### src/rtl/window_average_then_smoothing_core_assert.svh
// assertion macros shared by the core and its lanes
`ifndef WINDOW_AVERAGE_THEN_SMOOTHING_CORE_ASSERT_SVH
`define WINDOW_AVERAGE_THEN_SMOOTHING_CORE_ASSERT_SVH

`ifndef SYNTH
// same-cycle implication
`define WASC_ASSERT_IMP(lbl, pre, post) \
  lbl: assert property (@(posedge clk) disable iff (rst) (pre) |-> (post)) \
    else $error("wasc assertion failed");
// next-cycle implication
`define WASC_ASSERT_NXT(lbl, pre, post) \
  lbl: assert property (@(posedge clk) disable iff (rst) (pre) |=> (post)) \
    else $error("wasc assertion failed");
`else
`define WASC_ASSERT_IMP(lbl, pre, post)
`define WASC_ASSERT_NXT(lbl, pre, post)
`endif

`endif

### src/rtl/wasc_pkg.sv
package wasc_pkg;

  localparam int DATA_W   = 16;
  localparam int AXES     = 3;
  localparam int WEIGHT_W = 17;
  localparam int FRAC_W   = 16;
  localparam int STATE_W  = 32;

  localparam logic [WEIGHT_W-1:0] WEIGHT_ONE   = WEIGHT_W'(65536);
  localparam logic [WEIGHT_W-1:0] WEIGHT_RESET = WEIGHT_W'(6554);

  localparam int DEF_WINDOW_DEPTH = 128;
  localparam int DEF_CNT_W        = $clog2(DEF_WINDOW_DEPTH + 1);
  localparam int DEF_SUM_W        = DATA_W + DEF_CNT_W;

  typedef struct packed {
    logic                start;
    logic                first;
    logic [WEIGHT_W-1:0] weight;
  } lane_ctl_t;

endpackage

### src/rtl/wasc_lane.sv
`include "window_average_then_smoothing_core_assert.svh"

module wasc_lane #(
  parameter int SUM_W = wasc_pkg::DEF_SUM_W,
  parameter int CNT_W = wasc_pkg::DEF_CNT_W
) (
  input  logic                             clk,
  input  logic                             rst,
  input  wasc_pkg::lane_ctl_t              ctl,
  input  logic signed [SUM_W-1:0]          sum,
  input  logic [CNT_W-1:0]                 count,
  output logic                             busy,
  output logic signed [wasc_pkg::DATA_W-1:0] result
);
  import wasc_pkg::*;

  localparam int D_W    = STATE_W + 2;
  localparam int HI_W   = D_W + 1;
  localparam int STEP_W = $clog2((SUM_W > WEIGHT_W) ? SUM_W : WEIGHT_W);

  localparam logic [2:0] ST_IDLE = 3'd0;
  localparam logic [2:0] ST_DIV  = 3'd1;
  localparam logic [2:0] ST_AVG  = 3'd2;
  localparam logic [2:0] ST_DIFF = 3'd3;
  localparam logic [2:0] ST_MUL  = 3'd4;
  localparam logic [2:0] ST_FIN  = 3'd5;

  logic [2:0]                 state;
  logic [STEP_W-1:0]          step;
  logic                       neg;
  logic                       first;
  logic [SUM_W-1:0]           mag;
  logic [CNT_W-1:0]           rem;
  logic [CNT_W-1:0]           cnt_reg;
  logic signed [DATA_W-1:0]   avg;
  logic signed [D_W-1:0]      diff;
  logic signed [HI_W-1:0]     hi;
  logic [WEIGHT_W-1:0]        lo;
  logic signed [STATE_W-1:0]  smooth;

  logic [CNT_W:0]             trial;
  logic                       ge;
  logic [DATA_W:0]            quot;
  logic [DATA_W:0]            avg_wide;
  logic signed [STATE_W-1:0]  avg_q;
  logic signed [HI_W-1:0]     mul_add;
  logic signed [STATE_W-1:0]  prod_q;
  logic signed [DATA_W-1:0]   smooth_int;

  assign busy = (state != ST_IDLE);

  // one quotient bit per cycle
  assign trial = {rem, mag[SUM_W-1]};
  assign ge    = (trial >= {1'b0, cnt_reg});

  assign quot     = mag[DATA_W:0];
  assign avg_wide = neg ? (~quot + 1'b1) : quot;
  assign avg_q    = {avg, {FRAC_W{1'b0}}};

  // shift-add multiply, weight bits consumed lsb first
  assign mul_add = hi + (lo[0] ? {diff[D_W-1], diff} : '0);

  // product >> 16 with round-half-up folded into the update
  assign prod_q = STATE_W'({hi, lo[WEIGHT_W-1:FRAC_W]});

  always_ff @(posedge clk) begin
    if (rst) begin
      state <= ST_IDLE;
    end else begin
      unique case (state)
        ST_IDLE: begin
          if (ctl.start) begin
            state <= ST_DIV;
          end
        end
        ST_DIV: begin
          if (step == '0) begin
            state <= ST_AVG;
          end
        end
        ST_AVG: begin
          state <= ST_DIFF;
        end
        ST_DIFF: begin
          state <= first ? ST_IDLE : ST_MUL;
        end
        ST_MUL: begin
          if (step == '0) begin
            state <= ST_FIN;
          end
        end
        ST_FIN: begin
          state <= ST_IDLE;
        end
        default: begin
          state <= ST_IDLE;
        end
      endcase
    end
  end

  always_ff @(posedge clk) begin
    unique case (state)
      ST_IDLE: begin
        if (ctl.start) begin
          neg     <= sum[SUM_W-1];
          mag     <= sum[SUM_W-1] ? SUM_W'(-sum) : SUM_W'(sum);
          rem     <= '0;
          cnt_reg <= count;
          first   <= ctl.first;
          lo      <= ctl.weight;
          step    <= STEP_W'(SUM_W - 1);
        end
      end
      ST_DIV: begin
        rem  <= ge ? CNT_W'(trial - {1'b0, cnt_reg}) : trial[CNT_W-1:0];
        mag  <= {mag[SUM_W-2:0], ge};
        step <= step - 1'b1;
      end
      ST_AVG: begin
        avg <= avg_wide[DATA_W-1:0];
      end
      ST_DIFF: begin
        diff <= D_W'(avg_q) - D_W'(smooth);
        hi   <= '0;
        step <= STEP_W'(WEIGHT_W - 1);
        if (first) begin
          smooth <= avg_q;
        end
      end
      ST_MUL: begin
        hi   <= {mul_add[HI_W-1], mul_add[HI_W-1:1]};
        lo   <= {mul_add[0], lo[WEIGHT_W-1:1]};
        step <= step - 1'b1;
      end
      ST_FIN: begin
        smooth <= smooth + prod_q + STATE_W'(lo[FRAC_W-1]);
      end
      default: begin
      end
    endcase
  end

  // round half up, clamp at the top of the range
  assign smooth_int = smooth[STATE_W-1:FRAC_W];
  assign result = (smooth[FRAC_W-1] && (smooth_int != {1'b0, {(DATA_W-1){1'b1}}}))
                ? smooth_int + 1'b1 : smooth_int;

  `WASC_ASSERT_IMP(a_start_when_idle, ctl.start, state == ST_IDLE)
  `WASC_ASSERT_IMP(a_div_nonzero, state == ST_DIV, cnt_reg != '0)
  `WASC_ASSERT_IMP(a_rem_below_count, state == ST_DIV, rem < cnt_reg)

endmodule

### config.mk
export PLATFORM = sky130hd
export DESIGN_NAME = wasc_lane
export DESIGN_NICKNAME = d
export VERILOG_FILES = /design/src/rtl/wasc_pkg.sv /design/src/rtl/wasc_lane.sv
export VERILOG_INCLUDE_DIRS = /design/src /design/src/rtl
export SDC_FILE = /design/constraint.sdc
export NUM_CORES = 1
export LEC_CHECK = 0
export ABC_AREA = 1
export BUFFER_PORTS_ARGS = -buffer_cell sky130_fd_sc_hd__buf_4
export CAP_MARGIN = 5
export CORE_MARGIN = 5
export CORE_UTILIZATION = 35
export CTS_CLUSTER_DIAMETER = 50
export DETAILED_ROUTE_END_ITERATION = 7
export MAX_ROUTING_LAYER = met4
export PLACE_DENSITY = 0.58
export SETUP_SLACK_MARGIN = 0.3
export SYNTH_ARGS = -nofsm -noshare
export SYNTH_HDL_FRONTEND = slang
export SYNTH_SLANG_ARGS = --single-unit
export TNS_END_PERCENT = 10
### constraint.sdc
create_clock -name clk -period 13 [get_ports clk]
set_input_delay 1.3 -clock clk [delete_from_list [all_inputs] [get_ports clk]]
set_output_delay 1.3 -clock clk [all_outputs]
set_load 0.01 [all_outputs]
# [After elaboration in Yosys (flattened, before gate mapping)]
# Cells that the tools add are included.
[word_totals] register_bits=184 latch_bits=0 ram_bits=0 romBits=0 in_bits=53 out_inout_bits=17 wordCells=70 mem_count=0
[op_classes] add_sub_neg=9 mul=0 n_div=0 n_lt_le_gt_ge=1 n_eq_ne=10 shifts=0 muxes=21 bitwise=1 reduce_logical=16
[op_table] op="case mux 35 bit (2 select lines)" count=1
[op_table] op="case mux 32 bit (2 select lines)" count=1
[op_table] op="two-way mux 24 bit" count=2
[op_table] op="case mux 24 bit (2 select lines)" count=1
[op_table] op="adder 35 bit" count=1
[op_table] op="two-way mux 35 bit" count=1
[op_table] op="case mux 17 bit (2 select lines)" count=1
[op_table] op="subtractor 32 x 32 -> 33 bit" count=1
[op_table] op="adder 16 x 1 -> 16 bit (second input constant)" count=2
[op_table] op="adder 32 x 1 -> 32 bit" count=1
[op_table] op="adder 32 bit" count=1
[op_table] op="two-way mux 16 bit" count=2
[op_table] op="two-way mux 32 bit" count=1
[op_table] op="negation 24 bit" count=1
[op_table] op="two-way mux 17 bit" count=1
[op_table] op="two-way mux 8 bit" count=2
[op_table] op="!= test 16 x 15 -> 1 bit (second input constant)" count=1
[op_table] op="inverter 16 bit" count=1
[op_table] op="case mux 8 bit (2 select lines)" count=1
[op_table] op="case mux 3 bit (5 select lines)" count=1
[op_table] op="case mux 5 bit (3 select lines)" count=1
[op_table] op="two-way mux 3 bit" count=4
[op_table] op="AND reduction 2 bit" count=5
[op_table] op="greater-or-equal comparator 9 x 8 -> 1 bit" count=1
[op_table] op="14 further kinds" count=23

# [Logic depth before layout (Yosys ltp)]
# Gate-level depths: netlist (run 1).
[depth] word_depth=4 ltp_mapped=19 ltp_nobuf=17

# [Least setup slack after synthesis (run 1)]
# OpenSTA, ideal clock, no wires.
[synth_path] path_type="reg2reg" start="reg state[0]" end="reg smooth[0] (enable)" setup_time_ns=0.466 arrival_time_ns=4.442 required_time_ns=12.534 setup_slack_ns=8.092 stages_incl_launch_ff=5 path_buffers=0 synth_period_minus_slack_ns=4.908 cell_sequence="dfxtp_1 nand2_1 nor2_1 inv_1 o21ai_0"
[synth_between] elab_chain_len=3 elab_cells_between_ends=5 classes_between="eq/ne (3); reduce/logical (2)"
[synth_rtl] element="start: declaration" line="wasc_lane.sv:28" source="logic [2:0] state;"
[synth_rtl] element="start signal: assignment" line="wasc_lane.sv:85" source="state <= first ? ST_IDLE : ST_MUL;"
[synth_rtl] element="== test 3 x 2 -> 1 bit or == test 3 bit (tied branches)" line="wasc_lane.sv:103" source="unique case (state)"
[synth_rtl] element="!= test 2 bit (no line) or nonzero test 2 bit (tied branches)"
[synth_rtl] element="AND reduction 2 bit (no line) *"
[synth_rtl] element="end signal: assignment" line="wasc_lane.sv:128" source="smooth <= avg_q;"
[synth_rtl] element="end signal: assignment" line="wasc_lane.sv:137" source="smooth <= smooth + prod_q + STATE_W'(lo[FRAC_W-1]);"
[synth_rtl] element="end: declaration" line="wasc_lane.sv:39" source="logic signed [STATE_W-1:0] smooth;"
# Every way passes the cells marked *; elsewhere a longest branch is shown, timed or not.
# A chain may end at the register's enable or synchronous reset.

# [Final worst setup path (run 1)]
[layout_path] start="reg smooth[16]" end="out result[1] (netlist name)"
[layout_between] elab_chain_len=3 elab_cells_between_ends=4 classes_between="add/sub (1); eq/ne (1); mux (1); reduce/logical (1)"
[layout_rtl] element="parallel branches: the longest is 2 deep, another holds adder 16 x 1 -> 16 bit"
[layout_rtl] element="two-way mux 16 bit *" line="wasc_lane.sv:147" source="? smooth_int + 1'b1 : smooth_int;"
[layout_rtl] element="end: declaration" line="wasc_lane.sv:13" source="output logic signed [wasc_pkg::DATA_W-1:0] result"
# Every way passes the cells marked *.

==> results of run 1 <==
-- per-layer routing --
metal,share of wire [%],wire length [um]
met1,45,20200
met2,48,21400
met3,4.9,2170
met4,1.9,845
met5,0,0
-- kinds of logic (layout without fill, tap and decap cells) --
family / after synthesis / in the layout / synth area share, %
and+or+nand+nor: 1115 / 1115 / 31.2
buffers and inverters: 363 / 447 / 9.43
AOI/OAI and AO/OA: 247 / 247 / 9.17
DFF: 182 / 182 / 37.2
adders and majority gates: 98 / 98 / 8.59
xor gates and xnor gates: 74 / 74 / 4.43
-- Yosys cell counts (all sizes together) --
cell     instances
nand2          679
inv            336
nor2           233
edfxtp         179
a21oi          117
nand3          115
ha              94
o21ai           90
xor2            63
nor3            36
nand4           24
clkbuf          19
nand3b          15
xnor2           11
o21a             9
a21o             7
a31oi            7
buf              7
or2              7
o21bai           6
fa               4
a21boi           3
dfxtp            3
o211ai           3
o31ai            3
and2             2
nor3b            2
nor4             2
clkinv           1
o2111ai          1
o31a             1
-- cell type report --
cell class	count	area (um^2)
clock buffer	18	439
clock inverter	14	178
inverter	337	1270
timing repair buffer	78	586
tap	532	666
sequential	182	5440
fill	4362	24700
multi-input combinational	1534	7820
-- worst paths after layout --
| kind | slack [ns] | cells past startpoint | end | start |
|---|---|---|---|---|
| max | 9.03 | 8 | result[1] | smooth[16] |
| min | 0.50 | 0 | avg[0] | mag[0] |
| max reg2reg | 9.65 | 17 | hi[21] | lo[0] |
| min reg2reg | 0.50 | 0 | avg[0] | mag[0] |
-- power breakdown --
group          internal, mW  switching (mW)
Sequential            0.772          0.0599
Clock                 0.281           0.277
Combinational         0.208           0.415
Total                  1.26           0.751
-- metrics by stage --
step                util [%]  instances
floorplan                  -       2079
global placement        38.4       2663
detailed placement      38.4       2663
CTS                     39.9       2695
global route            39.9       2695
finish                  39.9       2695
==> results.yml, run 1 <==
drt:
  ant_nets: 0
  drt-total-wl_um: 44600
  drc: 0
  viasPerCell: 4.97
  wl_per_cell_um: 16.6
  via_count: 13400
  first_iter_violations: 841
  drt_pre_antenna_iters: 5
grt:
  gr-usage-all-layers_pct: 20.0
  grt_pass1_vias: 13000
  grt_overflow: 0
  antenna_found_initial: 0
  gr-usage-met2_pct: 33.2
  use_met1_pct: 25.7
  use_met3_pct: 2.91
  grt_max_degree: 47
  grt_pass1_wl_um: 70800
  top_usage_layer: "met2"
critical_path:
  path_class: "reg2out"
  critPathMaxStageDelay_ns: 0.46
  critical-path-top-delay-family: "compound AO/OA/AOI/OAI gates"
  crit_arrival_ns: 2.67
  worstPathCellList: "ha_1 -> inv_1 -> nor2_2 -> nand2_1 -> o21ai_4 -> inv_4 -> o21ai_0 -> buf_4"
  slowest_stage: "o21ai_0"
  crit_path_end_kind: "primary output"
  required_ns: 11.70
  worst-path-buf-inv: 3
  critPathLaunchType: "register"
  path_max_fanout: 12
synth:
  netlist.area_leader.share_pct: 36.8
  syn_inst: 2079
  syn_area_mm2: 0.0146
  synth_seq_cells: 182
  synthTopCellsByArea: "edfxtp_1 (37%), nand2_1 (17%), inv_1 (8.6%)"
  yosysTopAreaCell: "edfxtp_1"
  yosys_warnings: 0
  synthesis.nets: 2230
  ys_types: 41
  synth.avg_cell_area_um2: 7.03
  ys_seq_area_share_pct: 37.2
cts:
  clock_latency_ns: 0.49
  cts_buffers: 17
  hold_buffers: 0
  ctsResizeCount: 0
  htree_levels: 4
  cts_tree: "built"
  cts_setup_buffers: 0
  clock-root-buffer: "clkbuf_16"
  cts.sinks: 182
  path_clk_slew_ns: 0.08
  clockBufferDepth: 2
sta:
  slew_headroom_pct: 23.7
  hold_viol: 0
  setup_viol: 0
  fmax_mhz: 252
  worst_slack_ns: 9.03
  tightest_slew_ns: 1.14
  holdWs_ns: 0.505
  maxSlewViolCount: 0
  fin_skew_ns: 0.0173
  rsz0062_at_grt: "no"
  period_share_pct: 30.6
  setup_tns_ns: 0
  fin_crit_ns: 3.97
place:
  pre_cts_slack_ns: 9.49
  placed_cell_area_mm2: 0.0158
  routabilityCongestion: 0.929
  place_hpwl_um: 36300
  io_buffers: 69
layout:
  layout-drive-gt1-share_pct: 5.96
  top_regs: "hi x34, diff x33, smooth x32"
  regMostFlops: "hi"
  largest_reg_flops: 34
  nNetsFinal: 2301
  design_area_mm2: 0.0164
  diodes: 0
  mostFrequentLayoutCell: "nand2_1"
  mostFrequentLayoutCells: "nand2_1 (677), inv_1 (334), nor2_1 (230)"
  area_delta_synth_final_pct: 12.1
floorplanning:
  coreArea_mm2: 0.0411
  num_rows: 74
  initial_core_util_pct: 35.6
  die_h_um: 214
  dieArea_mm2: 0.0460
  fp.dieW_um: 214
  io_pins: 70
power:
  peakVddDrop_mv: 0.156
  power_mw: 2.01
  power_density_mw_per_mm2: 123
  power_leakage_nw: 8.01
job:
  max-cap-violations: 0
min_path:
  hold_class: "reg2reg"
status:
  status: "finished clean"
Power figures use the tool's default switching activity.
==> inputs of run 2 (changes only) <==
==> constraint.sdc (replaced) <==
create_clock -name clk -period 3.69 [get_ports clk]
set_input_delay 0.369 -clock clk [delete_from_list [all_inputs] [get_ports clk]]
set_output_delay 0.369 -clock clk [all_outputs]
set_load 0.01 [all_outputs]
==> run 2 against run 1 <==
- sequential share of layout area about the same
- first-iteration DRC count increased by 3.9%
- clock-buffer cell count increased by 2
- worst hold slack got worse by 0.45 ns
- cell count increased by 0.11%
- non-clock buffer count increased by 3
- die area unchanged
- core utilization about the same
- combinational power increased to 3.5 times the previous value
- total power increased to 3.5 times the previous value
- via count about the same
==> results.yml, run 2 (synthesis results as in run 1) <==
power:
  combPwrFrac_pct: 31.0
  peakVddDrop_mv: 0.398
  seqPwrFrac_pct: 41.2
  p_switching_mw: 2.55
  power_leakage_nw: 8.02
  clock_power_share_pct: 27.8
  power_mw: 7.09
  switching_share_pct: 36.0
  power_density_mw_per_mm2: 432
  p_int_mw: 4.53
drt:
  wl_per_cell_um: 16.4
  dr_wl_met2_um: 20200
  drc: 0
  drt_pre_antenna_iters: 7
  met1_length_um: 20200
  viasPerCell: 4.96
  routed-wl-met3_um: 2030
  first_iter_violations: 874
  routed.top_layer: "met4"
  via_count: 13400
  drt-total-wl_um: 44200
  ant_nets: 0
critical_path:
  path_max_fanout: 12
  crit_path_end_kind: "primary output"
  reg2reg_depth: 12
  required_ns: 3.32
  reg2reg_slack_ns: 0.97
  path_class: "reg2out"
  r2r-end: "smooth[22]"
  critPathLaunchType: "register"
  rr_startpoint: "lo[15]"
  crit_arrival_ns: 2.83
min_path:
  holdPathStages: 1
  hp-start: "count[5]"
  hold_path_end: "cnt_reg[5]"
  hold_class: "in2reg"
sta:
  slew_headroom_pct: 38.3
  fmax_mhz: 313
  period_share_pct: 86.7
  setup_tns_ns: 0
  tightest_slew_ns: 0.920
  setup_viol: 0
  fin_crit_ns: 3.20
  rsz0062_at_grt: "no"
  worst_slack_ns: 0.492
  maxSlewViolCount: 0
  fin_skew_ns: 0.0129
  hold_viol: 0
layout:
  seq_area_mm2: 0.00544
  multi_input_area_mm2: 0.00782
  top_regs: "hi x34, diff x33, smooth x32"
  mostFrequentLayoutCells: "nand2_1 (677), inv_1 (334), nor2_1 (230)"
  fillerInstances: 4354
  regMostFlops: "hi"
  largest_reg_flops: 34
  diodes: 0
  mostFrequentLayoutCell: "nand2_1"
  layout-drive-gt1-share_pct: 5.91
  area_delta_synth_final_pct: 12.1
  nNetsFinal: 2304
place:
  routabilityCongestion: 0.956
  pre_cts_slack_ns: 0.987
  place_hpwl_um: 36000
  io_buffers: 69
cts:
  cts_tree: "built"
  hold_buffers: 0
  clockBufferDepth: 2
  clock-root-buffer: "clkbuf_16"
  ctsResizeCount: 0
  htree_levels: 4
  cts_setup_buffers: 0
  cts_buffers: 17
  clock_latency_ns: 0.49
  path_clk_slew_ns: 0.07
  cts.sinks: 182
floorplanning:
  die_h_um: 214
  io_pins: 70
  coreArea_mm2: 0.0411
  initial_core_util_pct: 35.6
  fp.dieW_um: 214
  dieArea_mm2: 0.0460
  num_rows: 74
grt:
  grt_pass1_vias: 13200
  grt_pass1_wl_um: 69800
  antenna_found_initial: 0
  grt_max_degree: 47
  gr-usage-all-layers_pct: 19.7
  grt_overflow: 0
status:
  status: "finished clean"
job:
  max-cap-violations: 0
[run 2: how the worst max path moves through the flow]
stage	depth (start not counted)	end	start	slack, ns
global placement	18	hi[23]	lo[0]	1.06
CTS	8	result[1]	smooth[16]	0.52
floorplan	4	smooth[0]	state[0]	0.82
finish	8	result[1]	smooth[17]	0.49
global route	8	result[1]	smooth[16]	0.37
detailed placement	18	hi[23]	lo[0]	0.99
[run 2: metrics by stage]
step	std cells	util, %	hold WS (ns)	cell area, um^2
6_report	2698	39.9	0.0573	16400
5_1_grt	2698	39.9	0.0277	16400
4_1_cts	2698	39.9	0.0103	16400
3_5_place_dp	2666	38.4	0.489	15800
3_3_place_gp	2666	38.4	0.480	15800
2_1_floorplan	2079	-	0.438	14600
[run 2: power by group through the flow]
stage | clock (mW) | combinational (mW) | sequential, mW
final | 1.97 | 2.20 | 2.92
after global routing | 2.10 | 2.50 | 2.95
after CTS | 2.03 | 2.21 | 2.92
after detailed placement | 0 | 2.20 | 2.96
after global placement | 0 | 2.17 | 2.96
after floorplan | 0 | 1.60 | 2.89
[run 2: critical path: stages (launching register included)]
cell	delay, ns
edfxtp_1	0.42
ha_1	0.26
inv_1	0.09
nor2_2	0.23
nand2_1	0.13
o21ai_4	0.28
inv_4	0.13
o21ai_0	0.56
buf_4	0.24
[run 2: cell type report]
class,instances,share of cell area [%]
clock inverters,12,1.01
well taps,532,4.06
multi-input cells,1534,47.7
flip-flops and latches,182,33.1
clock buffers,20,2.66
repair buffers,81,3.71
inverters,337,7.73
[run 2: layer usage]
layer,vias up,track usage (%)
met5,-,-
met4,0,8.59
met3,93,3.32
met2,357,31.5
met1,6080,24.7
li1,6853,-
